==> src/assert_macros.svh <==
// Assertion macros shared by the palette allocator RTL.
// Depends on nothing; define NO_ASSERTIONS to compile them out.
`ifndef ASSERT_MACROS_SVH
`define ASSERT_MACROS_SVH

`ifndef NO_ASSERTIONS

// Clocked check, disabled while reset is asserted
`define PCA_ASSERT(label, clk, rst_n, prop, msg) \
    label: assert property (@(posedge clk) disable iff (!rst_n) prop) else $error(msg);

// Clocked check that also holds during reset
`define PCA_ASSERT_ALWAYS(label, clk, prop, msg) \
    label: assert property (@(posedge clk) prop) else $error(msg);

`else

`define PCA_ASSERT(label, clk, rst_n, prop, msg)
`define PCA_ASSERT_ALWAYS(label, clk, prop, msg)

`endif

`endif

==> src/pca_pkg.sv <==
// Package for the palette color allocator: types, constants, level tables.
// Used by pca_palette_mem, pca_dist and palette_color_allocator_top.
package pca_pkg;

    localparam int PALETTE_DEPTH = 256;
    localparam int COLOR_W       = 16;
    localparam int LEVEL_W       = 10;
    localparam int DIST_W        = 14;  // max 4*31^2 + 2*63^2 + 4*31^2 = 15626

    // Scan sequencer states
    typedef enum logic [1:0] {
        S_IDLE,
        S_SCAN,
        S_DRAIN
    } t_state;

    // Candidate flags passed from the distance stage to the compare stage
    typedef struct packed {
        logic valid;
        logic match;
    } t_cand_ctl;

    typedef logic [LEVEL_W-1:0] t_lvl5 [32];
    typedef logic [LEVEL_W-1:0] t_lvl6 [64];

    // 5-bit channel to 0..1000, rounded
    function automatic t_lvl5 build_lvl5();
        t_lvl5 t;
        for (int k = 0; k < 32; k++) begin
            t[k] = LEVEL_W'((k * 1000 + 15) / 31);
        end
        return t;
    endfunction

    // 6-bit channel to 0..1000, rounded
    function automatic t_lvl6 build_lvl6();
        t_lvl6 t;
        for (int k = 0; k < 64; k++) begin
            t[k] = LEVEL_W'((k * 1000 + 31) / 63);
        end
        return t;
    endfunction

    localparam t_lvl5 LVL5 = build_lvl5();
    localparam t_lvl6 LVL6 = build_lvl6();

endpackage

==> src/palette_color_allocator_top.sv <==
// Top level of the palette color allocator: scan sequencer, best/match tracking,
// allocation and result register. Depends on pca_pkg, pca_palette_mem, pca_dist.
//
//  channel | handshake            | payload
//  --------+----------------------+------------------------------------------------
//  input   | start && !busy       | i_color
//  result  | o_valid (one cycle)  | o_blank o_palette_index o_allocated o_*_level
//
// A blank color gives its result in the cycle after acceptance.
// Any other color reads palette entries 0 .. next_free-1, one per cycle from the
// single memory read port, then drains the distance and compare stages before the
// result is registered. Reset clears next_free to one; only entries below next_free
// are read, so the memory needs no clearing pass. The receiver cannot stall; busy
// drops with the result strobe.
`include "assert_macros.svh"

module palette_color_allocator_top #(
    parameter int PALETTE_DEPTH = pca_pkg::PALETTE_DEPTH
) (
    input  logic                                i_clk,
    input  logic                                i_rst_n,
    input  logic                                start,
    output logic                                busy,
    input  logic [pca_pkg::COLOR_W-1:0]         i_color,
    output logic                                o_valid,
    output logic                                o_blank,
    output logic [7:0]                          o_palette_index,
    output logic                                o_allocated,
    output logic [pca_pkg::LEVEL_W-1:0]         o_red_level,
    output logic [pca_pkg::LEVEL_W-1:0]         o_green_level,
    output logic [pca_pkg::LEVEL_W-1:0]         o_blue_level
);

    localparam int AW = $clog2(PALETTE_DEPTH);
    localparam int NW = AW + 1;

    pca_pkg::t_state r_state, n_state;

    logic [pca_pkg::COLOR_W-1:0] r_color;
    logic [AW-1:0]               r_rd_addr;
    logic [NW-1:0]               r_next_free;
    logic                        r_va;
    logic [AW-1:0]               r_idx_a;
    logic [pca_pkg::DIST_W-1:0]  r_best_dist;
    logic [AW-1:0]               r_best_idx;
    logic                        r_found;
    logic [AW-1:0]               r_match_idx;

    logic                        accept;
    logic                        rd_en;
    logic                        last_rd;
    logic                        finish;
    logic                        full;
    logic                        do_alloc;
    logic [NW-1:0]               last_idx;
    logic [pca_pkg::COLOR_W-1:0] rdata;

    pca_pkg::t_cand_ctl          cand_ctl;
    logic [AW-1:0]               cand_idx;
    logic [pca_pkg::DIST_W-1:0]  cand_dist;

    assign busy     = (r_state != pca_pkg::S_IDLE);
    assign accept   = start && !busy;
    assign full     = (r_next_free == NW'(PALETTE_DEPTH));
    assign last_idx = r_next_free - NW'(1);
    assign last_rd  = (r_rd_addr == last_idx[AW-1:0]);
    assign do_alloc = finish && !full && !r_found;

    // Sequencer: next state and strobes
    always_comb begin
        n_state = r_state;
        rd_en   = 1'b0;
        finish  = 1'b0;
        case (r_state)
            pca_pkg::S_IDLE: begin
                if (accept && (i_color != '0)) begin
                    n_state = pca_pkg::S_SCAN;
                end
            end
            pca_pkg::S_SCAN: begin
                rd_en = 1'b1;
                if (last_rd) begin
                    n_state = pca_pkg::S_DRAIN;
                end
            end
            pca_pkg::S_DRAIN: begin
                if (!r_va && !cand_ctl.valid) begin
                    finish  = 1'b1;
                    n_state = pca_pkg::S_IDLE;
                end
            end
            default: n_state = pca_pkg::S_IDLE;
        endcase
    end

    always_ff @(posedge i_clk) begin
        if (!i_rst_n) begin
            r_state <= pca_pkg::S_IDLE;
        end else begin
            r_state <= n_state;
        end
    end

    // Read address and read-valid pipe
    always_ff @(posedge i_clk) begin
        if (!i_rst_n) begin
            r_rd_addr <= '0;
            r_va      <= 1'b0;
        end else begin
            r_va <= rd_en;
            if (accept) begin
                r_rd_addr <= '0;
            end else if (rd_en) begin
                r_rd_addr <= r_rd_addr + AW'(1);
            end
        end
    end

    always_ff @(posedge i_clk) begin
        r_idx_a <= r_rd_addr;
        if (accept) begin
            r_color <= i_color;
        end
    end

    // Palette memory; writes happen only at finish, never during a scan
    pca_palette_mem #(
        .DEPTH (PALETTE_DEPTH),
        .AW    (AW)
    ) u_mem (
        .i_clk   (i_clk),
        .i_we    (do_alloc),
        .i_waddr (r_next_free[AW-1:0]),
        .i_wdata (r_color),
        .i_re    (rd_en),
        .i_raddr (r_rd_addr),
        .o_rdata (rdata)
    );

    pca_dist #(
        .AW (AW)
    ) u_dist (
        .i_clk   (i_clk),
        .i_rst_n (i_rst_n),
        .i_valid (r_va),
        .i_idx   (r_idx_a),
        .i_color (r_color),
        .i_entry (rdata),
        .o_ctl   (cand_ctl),
        .o_idx   (cand_idx),
        .o_dist  (cand_dist)
    );

    // Best distance and first exact match; strict compare keeps the lowest index
    always_ff @(posedge i_clk) begin
        if (!i_rst_n) begin
            r_found <= 1'b0;
        end else if (accept) begin
            r_found <= 1'b0;
        end else if (cand_ctl.valid && cand_ctl.match) begin
            r_found <= 1'b1;
        end
    end

    always_ff @(posedge i_clk) begin
        if (accept) begin
            r_best_dist <= '1;
        end else if (cand_ctl.valid && (cand_dist < r_best_dist)) begin
            r_best_dist <= cand_dist;
            r_best_idx  <= cand_idx;
        end
        if (cand_ctl.valid && cand_ctl.match && !r_found) begin
            r_match_idx <= cand_idx;
        end
    end

    // Allocation pointer
    always_ff @(posedge i_clk) begin
        if (!i_rst_n) begin
            r_next_free <= NW'(1);
        end else if (do_alloc) begin
            r_next_free <= r_next_free + NW'(1);
        end
    end

    // Result register, one-cycle strobe
    always_ff @(posedge i_clk) begin
        if (!i_rst_n) begin
            o_valid <= 1'b0;
        end else begin
            o_valid <= (accept && (i_color == '0)) || finish;
        end
    end

    always_ff @(posedge i_clk) begin
        if (accept && (i_color == '0)) begin
            o_blank         <= 1'b1;
            o_palette_index <= '0;
            o_allocated     <= 1'b0;
            o_red_level     <= '0;
            o_green_level   <= '0;
            o_blue_level    <= '0;
        end else if (finish) begin
            o_blank       <= 1'b0;
            o_allocated   <= do_alloc;
            o_red_level   <= '0;
            o_green_level <= '0;
            o_blue_level  <= '0;
            if (full) begin
                o_palette_index <= 8'(r_best_idx);
            end else if (r_found) begin
                o_palette_index <= 8'(r_match_idx);
            end else begin
                o_palette_index <= 8'(r_next_free[AW-1:0]);
                o_red_level     <= pca_pkg::LVL5[r_color[15:11]];
                o_green_level   <= pca_pkg::LVL6[r_color[10:5]];
                o_blue_level    <= pca_pkg::LVL5[r_color[4:0]];
            end
        end
    end

    `PCA_ASSERT(a_next_free_range, i_clk, i_rst_n,
        (r_next_free != '0) && (r_next_free <= NW'(PALETTE_DEPTH)),
        "next_free out of range")
    `PCA_ASSERT(a_no_write_in_scan, i_clk, i_rst_n,
        !(do_alloc && (rd_en || r_va || cand_ctl.valid)),
        "palette write overlaps a scan")
    `PCA_ASSERT(a_accept_progress, i_clk, i_rst_n,
        accept |=> (busy || o_valid),
        "accepted item neither scanning nor answered")
    `PCA_ASSERT(a_alloc_not_full, i_clk, i_rst_n,
        do_alloc |=> (r_next_free == $past(r_next_free) + NW'(1)),
        "allocation did not advance next_free")
    `PCA_ASSERT(a_alloc_nonblank, i_clk, i_rst_n,
        (o_valid && o_allocated) |-> !o_blank,
        "blank item reported an allocation")

endmodule

==> src/pca_palette_mem.sv <==
// Palette storage: one write port, one read port, registered read data.
// Depends on pca_pkg for the color width.
module pca_palette_mem #(
    parameter int DEPTH = pca_pkg::PALETTE_DEPTH,
    parameter int AW    = $clog2(DEPTH)
) (
    input  logic                        i_clk,
    input  logic                        i_we,
    input  logic [AW-1:0]               i_waddr,
    input  logic [pca_pkg::COLOR_W-1:0] i_wdata,
    input  logic                        i_re,
    input  logic [AW-1:0]               i_raddr,
    output logic [pca_pkg::COLOR_W-1:0] o_rdata
);

    logic [pca_pkg::COLOR_W-1:0] r_mem [DEPTH];

    // Write port
    always_ff @(posedge i_clk) begin
        if (i_we) begin
            r_mem[i_waddr] <= i_wdata;
        end
    end

    // Read port, registered output
    always_ff @(posedge i_clk) begin
        if (i_re) begin
            o_rdata <= r_mem[i_raddr];
        end
    end

endmodule

==> src/pca_dist.sv <==
// Distance stage: weighted squared distance and exact match for one entry.
// Depends on pca_pkg (t_cand_ctl, DIST_W, COLOR_W).
module pca_dist #(
    parameter int AW = $clog2(pca_pkg::PALETTE_DEPTH)
) (
    input  logic                        i_clk,
    input  logic                        i_rst_n,
    input  logic                        i_valid,
    input  logic [AW-1:0]               i_idx,
    input  logic [pca_pkg::COLOR_W-1:0] i_color,
    input  logic [pca_pkg::COLOR_W-1:0] i_entry,
    output pca_pkg::t_cand_ctl          o_ctl,
    output logic [AW-1:0]               o_idx,
    output logic [pca_pkg::DIST_W-1:0]  o_dist
);

    logic [pca_pkg::COLOR_W-1:0] entry;
    logic [4:0]  dr, db;
    logic [5:0]  dg;
    logic [9:0]  sr, sb;
    logic [11:0] sg;
    logic [pca_pkg::DIST_W-1:0] dist_sum;

    // Entry 0 is black and never written: force it here
    assign entry = (i_idx == '0) ? '0 : i_entry;

    // Absolute channel differences
    assign dr = (i_color[15:11] > entry[15:11]) ? i_color[15:11] - entry[15:11]
                                                : entry[15:11] - i_color[15:11];
    assign dg = (i_color[10:5] > entry[10:5]) ? i_color[10:5] - entry[10:5]
                                              : entry[10:5] - i_color[10:5];
    assign db = (i_color[4:0] > entry[4:0]) ? i_color[4:0] - entry[4:0]
                                            : entry[4:0] - i_color[4:0];

    // Squares and the 4,2,4 weighted sum
    assign sr       = 10'(dr * dr);
    assign sg       = 12'(dg * dg);
    assign sb       = 10'(db * db);
    assign dist_sum = {2'b00, sr, 2'b00} + {1'b0, sg, 1'b0} + {2'b00, sb, 2'b00};

    always_ff @(posedge i_clk) begin
        if (!i_rst_n) begin
            o_ctl <= '0;
        end else begin
            o_ctl.valid <= i_valid;
            o_ctl.match <= i_valid && (entry == i_color);
        end
    end

    always_ff @(posedge i_clk) begin
        o_idx  <= i_idx;
        o_dist <= dist_sum;
    end

endmodule
==> config.mk <==
export PLATFORM = sky130hd
export DESIGN_NAME = palette_color_allocator_top
export DESIGN_NICKNAME = d
export VERILOG_FILES = /design/src/pca_pkg.sv /design/src/palette_color_allocator_top.sv /design/src/pca_palette_mem.sv /design/src/pca_dist.sv
export VERILOG_INCLUDE_DIRS = /design/src /design/src/src
export SDC_FILE = /design/constraint.sdc
export NUM_CORES = 2
export LEC_CHECK = 0
export ABC_CLOCK_PERIOD_IN_PS = 18580
export CAP_MARGIN = 15
export CORE_ASPECT_RATIO = 1.4
export CORE_MARGIN = 5
export CORE_UTILIZATION = 50
export CTS_CLUSTER_DIAMETER = 30
export DETAILED_ROUTE_END_ITERATION = 16
export DONT_BUFFER_PORTS = 1
export PLACE_DENSITY_LB_ADDON = 0.08
export SYNTH_ARGS = -nofsm -noshare
export SYNTH_HDL_FRONTEND = slang
export SYNTH_SLANG_ARGS = --single-unit
export TNS_END_PERCENT = 50
==> constraint.sdc <==
create_clock -name i_clk -period 18.58 [get_ports i_clk]
set_input_delay 2.787 -clock i_clk [delete_from_list [all_inputs] [get_ports i_clk]]
set_output_delay 2.787 -clock i_clk [all_outputs]
set_load 0.02 [all_outputs]
==> results.yml <==
cells_and_area:
  drive_gt1_frac: 0.3030
  fin_util: 0.5891
  synthToLayoutAreaGrowth_pct: 17.23
  stdcell_count: 13340
  design_area_mm2: 0.1951
  fin_nets: 8533
synthesis:
  yosysUniqueCellTypes: 74
  ys_ff_latch: 4249
  ys_top_cells_by_count: "4144 x edfxtp_1, 1058 x mux4_2, 403 x nor2_1"
  synth_top_cell_by_area: "edfxtp_1"
  ys_warn_count: 0
  synth_flop_cell: "edfxtp_1"
  syn_avg_cell_area_um2: 21.45
  synth_top_area_share: 0.7476
  syn_inst: 7762
  synth_area_leaders: "edfxtp_1 75%, mux4_2 14%, mux2i_1 1.8%"
  syn_area_mm2: 0.1665
  synth.most_common_cell: "edfxtp_1"
  async_flop_share: 0
  synth-seq-area-share: 0.7602
  synth_enable_flop_cells: 4144
hold_path:
  hold_end: "u_dist.o_idx[6]$_DFF_P_"
  hold_class: "flip-flop to flip-flop"
  min_from: "r_idx_a[6]$_DFF_P_"
  min_delay_path_depth: 0
clock_tree:
  clock_tree.root_cell: "clkbuf_16"
  worstSkewPairLatency_ps: 970
  postCtsHoldBufs: 0
  cts_setup_buffers: 0
  numCtsBuffers: 626
  path_clk_slew_ps: 60
  cts_tree: "done"
  clock_path_buffers: 4
  cts-resized-gates: 0
  cts_max_level: 6
  cts_sinks: 4249
worst_setup_path:
  startpoint_type: "flip-flop"
  cp-startpoint: "r_idx_a[1]$_DFF_P_"
  slowest_delay_ps: 560
  cpMostUsedCell: "fa_1"
  reg2reg_to: "u_dist.o_dist[12]$_DFF_P_"
  cp-end-kind: "flip-flop"
  crit_type: "flip-flop to flip-flop"
  r2r_start: "r_idx_a[1]$_DFF_P_"
  arrival_ps: 9400
  cpMaxStageDelayCell: "fa_1"
  r2r_slack_ps: 10010
  r2r_cells: 31
  worst_ep_required_time_ps: 19410
  critPathMaxFanout: 16
power:
  vdd.ir_drop.worst_mv: 0.5711
  power_leakage_uw: 0.06127
  power_density_mw_per_mm2: 135.2
die:
  io_pins: 61
  initial_utilization: 0.5025
  die_h_um: 692.7
  fp.coreArea_mm2: 0.3313
  die_w_um: 497.6
  die_area_mm2: 0.3447
  fp-row-count: 250
route:
  postRouteAntennaNets: 0
  drc_errors: 0
  drt_iter0_drc: 10500
  routedWlPerCell_um: 36.34
  routed_wl_um: 484700
  vias: 84210
  drt_pass1_iterations: 8
  via_per_inst: 6.313
sta:
  worstMarginPinSlew_ps: 1624
  rsz0062_at_grt: "no"
  worst_slack_ps: 10010
  hold_viol: 0
  fin_crit_sh: 0.4613
  min_period_ps: 8571
  clock-skew-final_ps: 83.74
  setup_tns_ps: 0
  clock.fmax_mhz: 116.7
  final_max_slew_viol_count: 52
  slew_headroom: -0.08279
  finalSetupViolations: 0
global_routing:
  grt_pass1_wl_um: 677200
  grt.total_usage: 0.2786
  grt_max_degree: 198
  gr-total-overflow: 0
  antenna_found_initial: 29
  grt_pass1_vias: 86020
place:
  dp_hpwl_um: 284200
  place_ws_ps: 10010
  routabilityCongestion: 0.8377
  dpl-instance-area_mm2: 0.1735
  portBuffers: 0
  dp_cells: 12160
run:
  maxCapViolCount: 0
run_status:
  status: "finished, violations left"
  failed_checks: "max-slew violations"
==> cell usage in the layout, fill, tap and decap left out, types with 17 or more instances in the layout <==
cell / count
nor2b_1: 29
a22o_1: 28
buf_4: 390
a211oi_1: 20
a221oi_1: 64
inv_1: 101
mux2_2: 17
bufinv_16: 79
nor2_2: 119
a21o_1: 36
nand3_1: 27
o221ai_1: 23
o22ai_1: 57
o211ai_1: 26
clkinv_2: 91
nor3_1: 35
clkinv_1: 65
clkinv_4: 45
o21ai_0: 109
ha_1: 101
clkinvlp_4: 65
a21oi_1: 140
xor2_1: 22
clkbuf_1: 67
a22oi_1: 51
nand2_1: 161
nor2_1: 280
xnor2_1: 40
mux2i_1: 306
inv_6: 68
buf_12: 25
edfxtp_1: 4144
clkbuf_16: 639
dfxtp_1: 97
mux4_2: 1058
fa_1: 26
==> worst max path at each step <==
stage,to,slack [ps]
2_1_floorplan,u_dist.o_dist[12]$_DFF_P_,8260
3_3_place_gp,u_dist.o_dist[12]$_DFF_P_,9960
3_5_place_dp,u_dist.o_dist[12]$_DFF_P_,10010
4_1_cts,u_dist.o_dist[12]$_DFF_P_,9990
5_1_grt,u_dist.o_dist[12]$_DFF_P_,9440
6_report,u_dist.o_dist[12]$_DFF_P_,10010
==> critical path, delay by kind of cell, from the launching register on <==
kind,cells,cell delay (ps)
buffers and inverters,3,160
multiplexers,1,390
XOR/XNOR,3,710
adder cells (fa/ha/maj),8,3140
flip-flops,1,310
AND/OR/NAND/NOR,6,1850
AO/OA/AOI/OAI,10,1870
==> per-stage QoR <==
| stage | hold WS [ps] | total power (µW) |
|---|---|---|
| 3_5_place_dp | 339.2 | 14640 |
| 2_1_floorplan | 325.8 | 13810 |
| 6_report | 349.3 | 26380 |
| 5_1_grt | 360.7 | 27370 |
| 3_3_place_gp | 337.3 | 14660 |
| 4_1_cts | 349.9 | 26570 |
==> layout make-up <==
class / count / area [µm²]
repair buffers: 429 / 3684
fillers: 23820 / 136100
well taps: 4410 / 5518
inverters: 103 / 386.6
clock inverters: 447 / 5175
diodes: 15 / 37.54
multi-input cells: 2978 / 37510
flip-flops and latches: 4249 / 126600
clock buffers: 708 / 16270
==> per-layer routing <==
metal | vias up | GRT usage | wire (µm) | share of wire
met5 | - | 0 | 26 | 0.000054
met4 | 4 | 0.1099 | 21740 | 0.045
met3 | 841 | 0.05100 | 38550 | 0.080
met2 | 3958 | 0.4600 | 239900 | 0.49
met1 | 45540 | 0.3714 | 184500 | 0.38
li1 | 33860 | - | - | -
==> flip-flops by register name, summed over array words and instances (netlist names), 8 cells and up <==
name             count
r_next_free          9
u_dist.o_dist       13
u_mem.o_rdata       16
r_best_idx           8
o_red_level          9
r_idx_a              8
r_color             16
o_green_level       10
u_mem.r_mem       4096
u_dist.o_idx         8
r_match_idx          8
o_palette_index      8
r_rd_addr            8
r_best_dist         14
o_blue_level         9
==> cells by family (layout without fill, tap and decap cells) <==
logic type | Yosys count | in the layout | synth area share
XOR/XNOR | 62 | 62 | 0.003262
buffers and inverters | 536 | 1687 | 0.01727
adder cells (fa/ha/maj) | 127 | 127 | 0.01072
AND/OR/NAND/NOR | 756 | 756 | 0.01941
multiplexers | 1381 | 1381 | 0.1627
flip-flops | 4249 | 4249 | 0.7602
other | 1 | 17 | 0.00002253
AO/OA/AOI/OAI | 650 | 650 | 0.02642
==> report_power, final <==
group | switching (µW) | internal (µW)
Combinational | 2010 | 1440
Sequential | 118 | 10900
Clock | 4470 | 7490
No activity file was read; power rests on OpenSTA's default activity.
